--- src/rtl/core/sha256_hash_engine_assert.svh ---
// Assertion macros for the SHA-256 hash engine.
// Each macro expects clk_i and rst_ni in the scope where it is used.
`ifndef SHA256_HASH_ENGINE_ASSERT_SVH
`define SHA256_HASH_ENGINE_ASSERT_SVH
`ifndef SYNTHESIS
`define SHA_ASSERT(lbl, prop, msg) \
  lbl: assert property (@(posedge clk_i) disable iff (!rst_ni) prop) else $error(msg);
`define SHA_ASSERT_NEVER(lbl, cond, msg) \
  lbl: assert property (@(posedge clk_i) disable iff (!rst_ni) !(cond)) else $error(msg);
`else
`define SHA_ASSERT(lbl, prop, msg)
`define SHA_ASSERT_NEVER(lbl, cond, msg)
`endif
`endif

--- src/rtl/core/sha256_pkg.sv ---
// ----------------------------------------------------------------------------
// sha256_pkg
// Word types, round constants and initial hash values for the SHA-256 engine.
// ----------------------------------------------------------------------------
package sha256_pkg;

  localparam int unsigned NumChain  = 8;
  localparam int unsigned NumBlkWd  = 16;
  localparam int unsigned NumRounds = 64;

  typedef struct packed {
    logic [7:0] data_byte;
    logic       byte_valid;
    logic       end_of_message;
  } in_item_t;

  typedef struct packed {
    logic [31:0] digest_word;
    logic [2:0]  word_index;
    logic        last_word;
  } out_item_t;

  localparam logic [31:0] ROUND_K [NumRounds] = '{
    32'h428a2f98, 32'h71374491, 32'hb5c0fbcf, 32'he9b5dba5,
    32'h3956c25b, 32'h59f111f1, 32'h923f82a4, 32'hab1c5ed5,
    32'hd807aa98, 32'h12835b01, 32'h243185be, 32'h550c7dc3,
    32'h72be5d74, 32'h80deb1fe, 32'h9bdc06a7, 32'hc19bf174,
    32'he49b69c1, 32'hefbe4786, 32'h0fc19dc6, 32'h240ca1cc,
    32'h2de92c6f, 32'h4a7484aa, 32'h5cb0a9dc, 32'h76f988da,
    32'h983e5152, 32'ha831c66d, 32'hb00327c8, 32'hbf597fc7,
    32'hc6e00bf3, 32'hd5a79147, 32'h06ca6351, 32'h14292967,
    32'h27b70a85, 32'h2e1b2138, 32'h4d2c6dfc, 32'h53380d13,
    32'h650a7354, 32'h766a0abb, 32'h81c2c92e, 32'h92722c85,
    32'ha2bfe8a1, 32'ha81a664b, 32'hc24b8b70, 32'hc76c51a3,
    32'hd192e819, 32'hd6990624, 32'hf40e3585, 32'h106aa070,
    32'h19a4c116, 32'h1e376c08, 32'h2748774c, 32'h34b0bcb5,
    32'h391c0cb3, 32'h4ed8aa4a, 32'h5b9cca4f, 32'h682e6ff3,
    32'h748f82ee, 32'h78a5636f, 32'h84c87814, 32'h8cc70208,
    32'h90befffa, 32'ha4506ceb, 32'hbef9a3f7, 32'hc67178f2
  };

  localparam logic [31:0] IV_256 [NumChain] = '{
    32'h6A09E667, 32'hBB67AE85, 32'h3C6EF372, 32'hA54FF53A,
    32'h510E527F, 32'h9B05688C, 32'h1F83D9AB, 32'h5BE0CD19
  };

  localparam logic [31:0] IV_224 [NumChain] = '{
    32'hc1059ed8, 32'h367cd507, 32'h3070dd17, 32'hf70e5939,
    32'hffc00b31, 32'h68581511, 32'h64f98fa7, 32'hbefa4fa4
  };

  localparam logic [7:0] PadByte = 8'h80;

  function automatic logic [31:0] rotr(input logic [31:0] x, input int unsigned n);
    rotr = (x >> n) | (x << (32 - n));
  endfunction

endpackage

--- src/rtl/core/sha256_hash_engine.sv ---
// A byte word is taken in ST_IDLE; a word that fills a block starts compression:
// 64 rounds on the one shared round unit, then the chaining add.
// End of message: a padding step, compression of one or two blocks, then one digest
// word per cycle while out_stall_i is low. No byte word is taken while a block is busy.
// Reset (rst_ni low, asynchronous) selects SHA-256 and clears length and fill count.
// ----------------------------------------------------------------------------
// sha256_hash_engine
// Byte-fed SHA-256 / SHA-224 engine with one round unit reused over 64 rounds.
// ----------------------------------------------------------------------------
`include "sha256_hash_engine_assert.svh"

module sha256_hash_engine (
  input  logic                  clk_i,
  input  logic                  rst_ni,
  input  logic                  in_valid_i,
  output logic                  in_stall_o,
  input  sha256_pkg::in_item_t  in_data_i,
  output logic                  out_valid_o,
  input  logic                  out_stall_i,
  output sha256_pkg::out_item_t out_data_o,
  input  logic                  cfg_valid_i,
  output logic                  cfg_ready_o,
  input  logic                  cfg_data_i
);

  typedef enum logic [2:0] {
    ST_IDLE, ST_PAD, ST_COMP, ST_ADD, ST_EMIT
  } state_e;

  typedef enum logic [1:0] {
    PH_DATA, PH_LEN, PH_LAST
  } phase_e;

  state_e      state_q;
  phase_e      phase_q;
  logic        eom_q;
  logic        mode_q;
  logic [5:0]  fill_q;
  logic [63:0] len_q;
  logic [5:0]  rnd_q;
  logic [2:0]  emit_q;
  logic [31:0] chain_q [sha256_pkg::NumChain];
  logic [31:0] v_q     [sha256_pkg::NumChain];
  logic [31:0] blk_q   [sha256_pkg::NumBlkWd];
  logic [31:0] blk_d   [sha256_pkg::NumBlkWd];
  logic        out_valid_q;
  sha256_pkg::out_item_t out_data_q;

  logic        in_acc;
  logic        cfg_acc;
  logic        last_emit;
  logic [31:0] big1, big0, ch, maj, t1, t2, sig0, sig1, w_new;
  logic [3:0]  pad_idx;

  // Hold off byte words while busy or while a mode write is offered
  assign in_stall_o  = (state_q != ST_IDLE) || cfg_valid_i;
  assign cfg_ready_o = (state_q == ST_IDLE);
  assign in_acc      = in_valid_i && !in_stall_o;
  assign cfg_acc     = cfg_valid_i && cfg_ready_o;
  assign out_valid_o = out_valid_q;
  assign out_data_o  = out_data_q;
  assign last_emit   = (emit_q == 3'd7) || (mode_q && (emit_q == 3'd6));
  assign pad_idx     = fill_q[5:2];

  // Round unit and message schedule on the sliding 16-word window
  always_comb begin
    big1  = sha256_pkg::rotr(v_q[4], 6) ^ sha256_pkg::rotr(v_q[4], 11)
          ^ sha256_pkg::rotr(v_q[4], 25);
    ch    = v_q[6] ^ (v_q[4] & (v_q[5] ^ v_q[6]));
    t1    = v_q[7] + big1 + ch + sha256_pkg::ROUND_K[rnd_q] + blk_q[0];
    big0  = sha256_pkg::rotr(v_q[0], 2) ^ sha256_pkg::rotr(v_q[0], 13)
          ^ sha256_pkg::rotr(v_q[0], 22);
    maj   = (v_q[0] & v_q[1]) | (v_q[2] & (v_q[0] | v_q[1]));
    t2    = big0 + maj;
    sig0  = sha256_pkg::rotr(blk_q[1], 7) ^ sha256_pkg::rotr(blk_q[1], 18)
          ^ (blk_q[1] >> 3);
    sig1  = sha256_pkg::rotr(blk_q[14], 17) ^ sha256_pkg::rotr(blk_q[14], 19)
          ^ (blk_q[14] >> 10);
    w_new = sig1 + blk_q[9] + sig0 + blk_q[0];
  end

  // Next block contents: byte write, padding, schedule shift, length block
  always_comb begin
    blk_d = blk_q;
    case (state_q)
      ST_IDLE: begin
        if (in_acc && in_data_i.byte_valid) begin
          case (fill_q[1:0])
            2'd0:    blk_d[pad_idx] = {in_data_i.data_byte, 24'h0};
            2'd1:    blk_d[pad_idx] = blk_q[pad_idx] | {8'h0, in_data_i.data_byte, 16'h0};
            2'd2:    blk_d[pad_idx] = blk_q[pad_idx] | {16'h0, in_data_i.data_byte, 8'h0};
            default: blk_d[pad_idx] = blk_q[pad_idx] | {24'h0, in_data_i.data_byte};
          endcase
        end
      end
      ST_PAD: begin
        for (int j = 0; j < sha256_pkg::NumBlkWd; j++) begin
          if (4'(j) > pad_idx) begin
            blk_d[j] = '0;
          end
        end
        case (fill_q[1:0])
          2'd0:    blk_d[pad_idx] = {sha256_pkg::PadByte, 24'h0};
          2'd1:    blk_d[pad_idx] = blk_q[pad_idx] | {8'h0, sha256_pkg::PadByte, 16'h0};
          2'd2:    blk_d[pad_idx] = blk_q[pad_idx] | {16'h0, sha256_pkg::PadByte, 8'h0};
          default: blk_d[pad_idx] = blk_q[pad_idx] | {24'h0, sha256_pkg::PadByte};
        endcase
        if (fill_q[5:3] != 3'b111) begin
          blk_d[14] = len_q[63:32];
          blk_d[15] = len_q[31:0];
        end
      end
      ST_COMP: begin
        for (int j = 0; j < sha256_pkg::NumBlkWd - 1; j++) begin
          blk_d[j] = blk_q[j+1];
        end
        blk_d[15] = w_new;
      end
      ST_ADD: begin
        if (phase_q == PH_LEN) begin
          for (int j = 0; j < sha256_pkg::NumBlkWd; j++) begin
            blk_d[j] = '0;
          end
          blk_d[14] = len_q[63:32];
          blk_d[15] = len_q[31:0];
        end
      end
      default: ;
    endcase
  end

  // Hold the message block
  always_ff @(posedge clk_i) begin
    blk_q <= blk_d;
  end

  // Sequencer, chaining words and output word register
  always_ff @(posedge clk_i or negedge rst_ni) begin
    if (!rst_ni) begin
      state_q     <= ST_IDLE;
      phase_q     <= PH_DATA;
      eom_q       <= 1'b0;
      mode_q      <= 1'b0;
      fill_q      <= '0;
      len_q       <= '0;
      rnd_q       <= '0;
      emit_q      <= '0;
      out_valid_q <= 1'b0;
      out_data_q  <= '0;
      for (int j = 0; j < sha256_pkg::NumChain; j++) begin
        chain_q[j] <= sha256_pkg::IV_256[j];
        v_q[j]     <= '0;
      end
    end else begin
      // drop the word once taken, unless a new one is loaded below
      if (out_valid_q && !out_stall_i && (state_q != ST_EMIT)) begin
        out_valid_q <= 1'b0;
      end
      case (state_q)
        ST_IDLE: begin
          if (cfg_acc) begin
            mode_q <= cfg_data_i;
            fill_q <= '0;
            len_q  <= '0;
            for (int j = 0; j < sha256_pkg::NumChain; j++) begin
              chain_q[j] <= cfg_data_i ? sha256_pkg::IV_224[j] : sha256_pkg::IV_256[j];
            end
          end else if (in_acc) begin
            eom_q <= in_data_i.end_of_message;
            if (in_data_i.byte_valid) begin
              fill_q <= fill_q + 6'd1;
              len_q  <= len_q + 64'd8;
            end
            if (in_data_i.byte_valid && (fill_q == 6'd63)) begin
              phase_q <= PH_DATA;
              rnd_q   <= '0;
              v_q     <= chain_q;
              state_q <= ST_COMP;
            end else if (in_data_i.end_of_message) begin
              state_q <= ST_PAD;
            end
          end
        end
        ST_PAD: begin
          phase_q <= (fill_q[5:3] == 3'b111) ? PH_LEN : PH_LAST;
          rnd_q   <= '0;
          v_q     <= chain_q;
          state_q <= ST_COMP;
        end
        ST_COMP: begin
          v_q[7] <= v_q[6];
          v_q[6] <= v_q[5];
          v_q[5] <= v_q[4];
          v_q[4] <= v_q[3] + t1;
          v_q[3] <= v_q[2];
          v_q[2] <= v_q[1];
          v_q[1] <= v_q[0];
          v_q[0] <= t1 + t2;
          rnd_q  <= rnd_q + 6'd1;
          if (rnd_q == 6'd63) begin
            state_q <= ST_ADD;
          end
        end
        ST_ADD: begin
          for (int j = 0; j < sha256_pkg::NumChain; j++) begin
            chain_q[j] <= chain_q[j] + v_q[j];
            v_q[j]     <= chain_q[j] + v_q[j];
          end
          rnd_q <= '0;
          case (phase_q)
            PH_DATA: state_q <= eom_q ? ST_PAD : ST_IDLE;
            PH_LEN: begin
              phase_q <= PH_LAST;
              state_q <= ST_COMP;
            end
            default: begin
              emit_q  <= '0;
              state_q <= ST_EMIT;
            end
          endcase
        end
        ST_EMIT: begin
          if (!out_valid_q || !out_stall_i) begin
            out_valid_q            <= 1'b1;
            out_data_q.digest_word <= chain_q[emit_q];
            out_data_q.word_index  <= emit_q;
            out_data_q.last_word   <= last_emit;
            emit_q                 <= emit_q + 3'd1;
            if (last_emit) begin
              fill_q  <= '0;
              len_q   <= '0;
              eom_q   <= 1'b0;
              state_q <= ST_IDLE;
              for (int j = 0; j < sha256_pkg::NumChain; j++) begin
                chain_q[j] <= mode_q ? sha256_pkg::IV_224[j] : sha256_pkg::IV_256[j];
              end
            end
          end
        end
        default: state_q <= ST_IDLE;
      endcase
    end
  end

  `SHA_ASSERT(a_round_end,
    (state_q == ST_COMP && rnd_q == 6'd63) |=> (state_q == ST_ADD),
    "round 63 must end in chaining add")
  `SHA_ASSERT(a_last_index,
    (out_valid_o && out_data_o.last_word) |->
      (out_data_o.word_index == 3'd7 || out_data_o.word_index == 3'd6),
    "last digest word at wrong index")
  `SHA_ASSERT_NEVER(a_emit_phase,
    state_q == ST_EMIT && phase_q != PH_LAST,
    "digest emitted before length block")

endmodule
--- config.mk ---
export PLATFORM = sky130hd
export DESIGN_NAME = sha256_hash_engine
export DESIGN_NICKNAME = d
export VERILOG_FILES = /design/src/rtl/core/sha256_pkg.sv /design/src/rtl/core/sha256_hash_engine.sv
export VERILOG_INCLUDE_DIRS = /design/src /design/src/rtl/core
export SDC_FILE = /design/constraint.sdc
export NUM_CORES = 2
export LEC_CHECK = 0
export BUFFER_PORTS_ARGS = -buffer_cell sky130_fd_sc_hd__buf_4
export CAP_MARGIN = 10
export CORE_MARGIN = 2
export CORE_UTILIZATION = 25
export DETAILED_ROUTE_END_ITERATION = 6
export GPL_ROUTABILITY_DRIVEN = 1
export PLACE_DENSITY = 0.46
export SLEW_MARGIN = 30
export SYNTH_ARGS = -nofsm -noshare
export SYNTH_HDL_FRONTEND = slang
export SYNTH_SLANG_ARGS = --single-unit
--- constraint.sdc ---
create_clock -name clk_i -period 15.4 [get_ports clk_i]
set_input_delay 3.08 -clock clk_i [delete_from_list [all_inputs] [get_ports clk_i]]
set_output_delay 3.08 -clock clk_i [all_outputs]
set_load 0.05 [all_outputs]
==> metrics.yaml <==
logic_synthesis:
  synth_seq_cells: 1144
  synth_adder_area_share_pct: 9.52
  ys_types: 106
  yosys.area.top_type: "edfxtp_1"
  synth_compound_area_share_pct: 27.3
  synth_area_sq_mm: 0.0965
  synthTopCellsByArea: "edfxtp_1 16%, dfrtp_1 13%, o21ai_0 5.9%"
  synth_top_family_by_area: "compound AO/OA/AOI/OAI gates"
  syn_area_per_cell_sq_um: 8.79
  synth_top_flop_cell: "edfxtp_1"
  ys_top_cells_by_count: "1141 x o21ai_0, 1063 x nand2_1, 895 x a21oi_1, 859 x nor2_1, 769 x clkbuf_1"
  synth.most_common_cell: "o21ai_0"
  yosys.area.top_type_share_pct: 15.9
  synthMuxAreaShare_pct: 6.73
  synth_xor_area_share_pct: 5.44
  synth_edf_count: 512
  synthArstFlopShare_pct: 55.2
  seq_area_frac_synth_pct: 32.5
  synth.net_count: 11600
  yosys_warnings: 0
  netlist_instances: 11000
  synth-simple-area-share_pct: 12.8
status:
  status: "finished with violations"
  violations: "DRC"
route:
  drt-vias-per-instance: 5.95
  drt_iter0_drc: 13600
  final_antenna_net_count: 0
  firstDrtPassIters: 7
  wl_um: 487000
  wl_per_cell_um: 31.0
  drc_errors: 69
  num_vias: 93400
cts:
  cts_tree: "yes"
  htree_levels: 4
  clkTransAtPathRegs_ns: 0.06
  cts_made_buffers: 158
  post-cts-setup-buffers: 0
  cts_root_buf: "clkbuf_16"
  cts.sinks: 1144
  clock_tree.buffer_depth: 4
  cts-resized-gates: 0
  insertion_delay_ns: 0.89
  cts_hold_buf: 0
floorplan:
  core-area_sq_mm: 0.385
  dieHeight_um: 625
  start_util_pct: 25.1
  pin_count: 55
  die_x_um: 625
  dieArea_sq_mm: 0.391
  fp-row-count: 228
placement:
  dp_cells: 15400
  io_buffer_count: 54
  dp_hpwl_um: 344000
  dpl_cell_area_sq_mm: 0.102
  place_congestion: 0.983
worst_setup_path:
  worstPathRequired_ns: 16.05
  cp-start-kind: "flop"
  cp_slowest_cell: "ha_1"
  rr_worst_depth: 32
  cp_data_arrival_time_ns: 10.41
  path_class: "flop to flop"
  cpPeakStageDelay_ns: 0.88
  end_kind: "flop"
  cp_common_cell: "inv_1"
  r2r_end: "v_q[255]$_DFFE_PN0P_"
  rrSetupSlack_ns: 5.64
  path_max_fanout: 16
  r2r_start: "rnd_q[1]$_DFFE_PN0P_"
worst_hold_path:
  hold_path_class: "flop to flop"
  holdPathStages: 2
  min-delay-start: "out_data_o[2]$_DFFE_PN0P_"
  hold_end: "out_data_o[2]$_DFFE_PN0P_"
global_routing:
  grt_pass1_vias: 88000
  grtUsageTotal_pct: 24.0
  grt_pass1_wl_um: 688000
  grt_max_degree: 167
  grt_remaining_overflow: 0
  grt_antenna_before_repair: 29
cells_and_area:
  synthToLayoutAreaGrowth_pct: 11.1
  multi_input_area_sq_mm: 0.0601
  nets: 11100
  postLayoutCellArea_sq_mm: 0.107
  drive_gt1_share_pct: 10.4
  seq_area_sq_mm: 0.0314
  fillCellCount: 41200
  stdcell_count: 15700
sta:
  slew_violations: 0
  post-route-min-period_ns: 9.76
  finalSetupViolCount: 0
  fmax_mhz: 102
  clock-skew-final_ns: 0.0641
  finalHoldViolations: 0
  rsz0062_at_grt: "no"
  holdWs_ns: 0.476
  timing.setup.tns_ns: 0
  slew_headroom_pct: 25.3
  worst_pin_slew_ns: 1.12
  fin_crit_sh_pct: 63.4
run:
  drv_cap: 0
## layer usage
metal | GRT usage, % | vias to the layer above | part of all wire, %
li1 | - | 40300 | -
met1 | 32.2 | 46800 | 41
met2 | 36.9 | 5235 | 44
met3 | 4.45 | 1112 | 9.1
met4 | 12.2 | 24 | 5.9
met5 | 0 | - | 0.034
## area by class of cell
cell class,count,share of cell area [%]
tap,5060,5.90
inverter,476,1.68
clock inverter,50,0.499
antenna,7,0.0163
timing repair buffer,312,2.42
multi-input combinational,8431,56.0
clock buffer,230,4.18
sequential,1144,29.3
## per-stage QoR
step                worst slack, ns  util [%]
floorplan                      3.40         -
global placement               5.67      26.5
detailed placement             5.78      26.5
CTS                            5.73      27.8
global route                   5.16      27.8
finish                         5.64      27.8
## worst max-delay path by stage
stage          cells after the start              endpoint                 start
5_1_grt                           33  v_q[253]$_DFFE_PN0P_  rnd_q[1]$_DFFE_PN0P_
2_1_floorplan                      5  blk_q[104]$_DFFE_PP_           cfg_valid_i
6_report                          32  v_q[255]$_DFFE_PN0P_  rnd_q[1]$_DFFE_PN0P_
3_5_place_dp                      32  v_q[255]$_DFFE_PN0P_  rnd_q[1]$_DFFE_PN0P_
3_3_place_gp                      32  v_q[255]$_DFFE_PN0P_  rnd_q[1]$_DFFE_PN0P_
4_1_cts                           32  v_q[255]$_DFFE_PN0P_  rnd_q[1]$_DFFE_PN0P_
## kinds of logic after synthesis
group / count (synthesis)
compound gates: 4069
flops: 1144
simple gates: 2785
fa+ha+maj: 620
buf+inv: 1406
mux: 359
xor+xnor: 598
## critical path: cells and delay by family (launching register included)
kind,cells,cell delay (ns)
AOI/OAI and AO/OA,12,3.11
adders and majority gates,6,2.90
xor gates and xnor gates,1,0.20
and+or+nand+nor,8,1.96
buffers and inverters,5,0.63
DFF,1,0.77
## cell usage in the layout (no fill, tap or decap), types with 137 or more instances in the layout
cell type     n
ha_1        400
a222oi_1    191
o211ai_1    141
fa_1        197
a22oi_1     240
o21ai_0    1137
edfxtp_1    512
inv_1       472
xor2_1      222
clkbuf_16   162
a31oi_1     162
a21o_1      186
nand2_1    1047
buf_4       293
o22ai_1     137
a221oi_1    220
nor2_1      816
xnor2_1     375
mux4_2      227
dfrtp_1     483
nand3_1     208
a21oi_1     890
## state kept, by name (all words and copies together) (netlist names)
name,cells
phase_q,2
chain_q,256
mode_q,1
out_data_o,36
len_q,61
fill_q,6
out_valid_o,1
emit_q,3
state_q,3
blk_q,512
eom_q,1
rnd_q,6
v_q,256
Power is left out: the tool's default activity adds up to more than one toggle a clock period on the data nets, which glitch-free logic cannot reach.
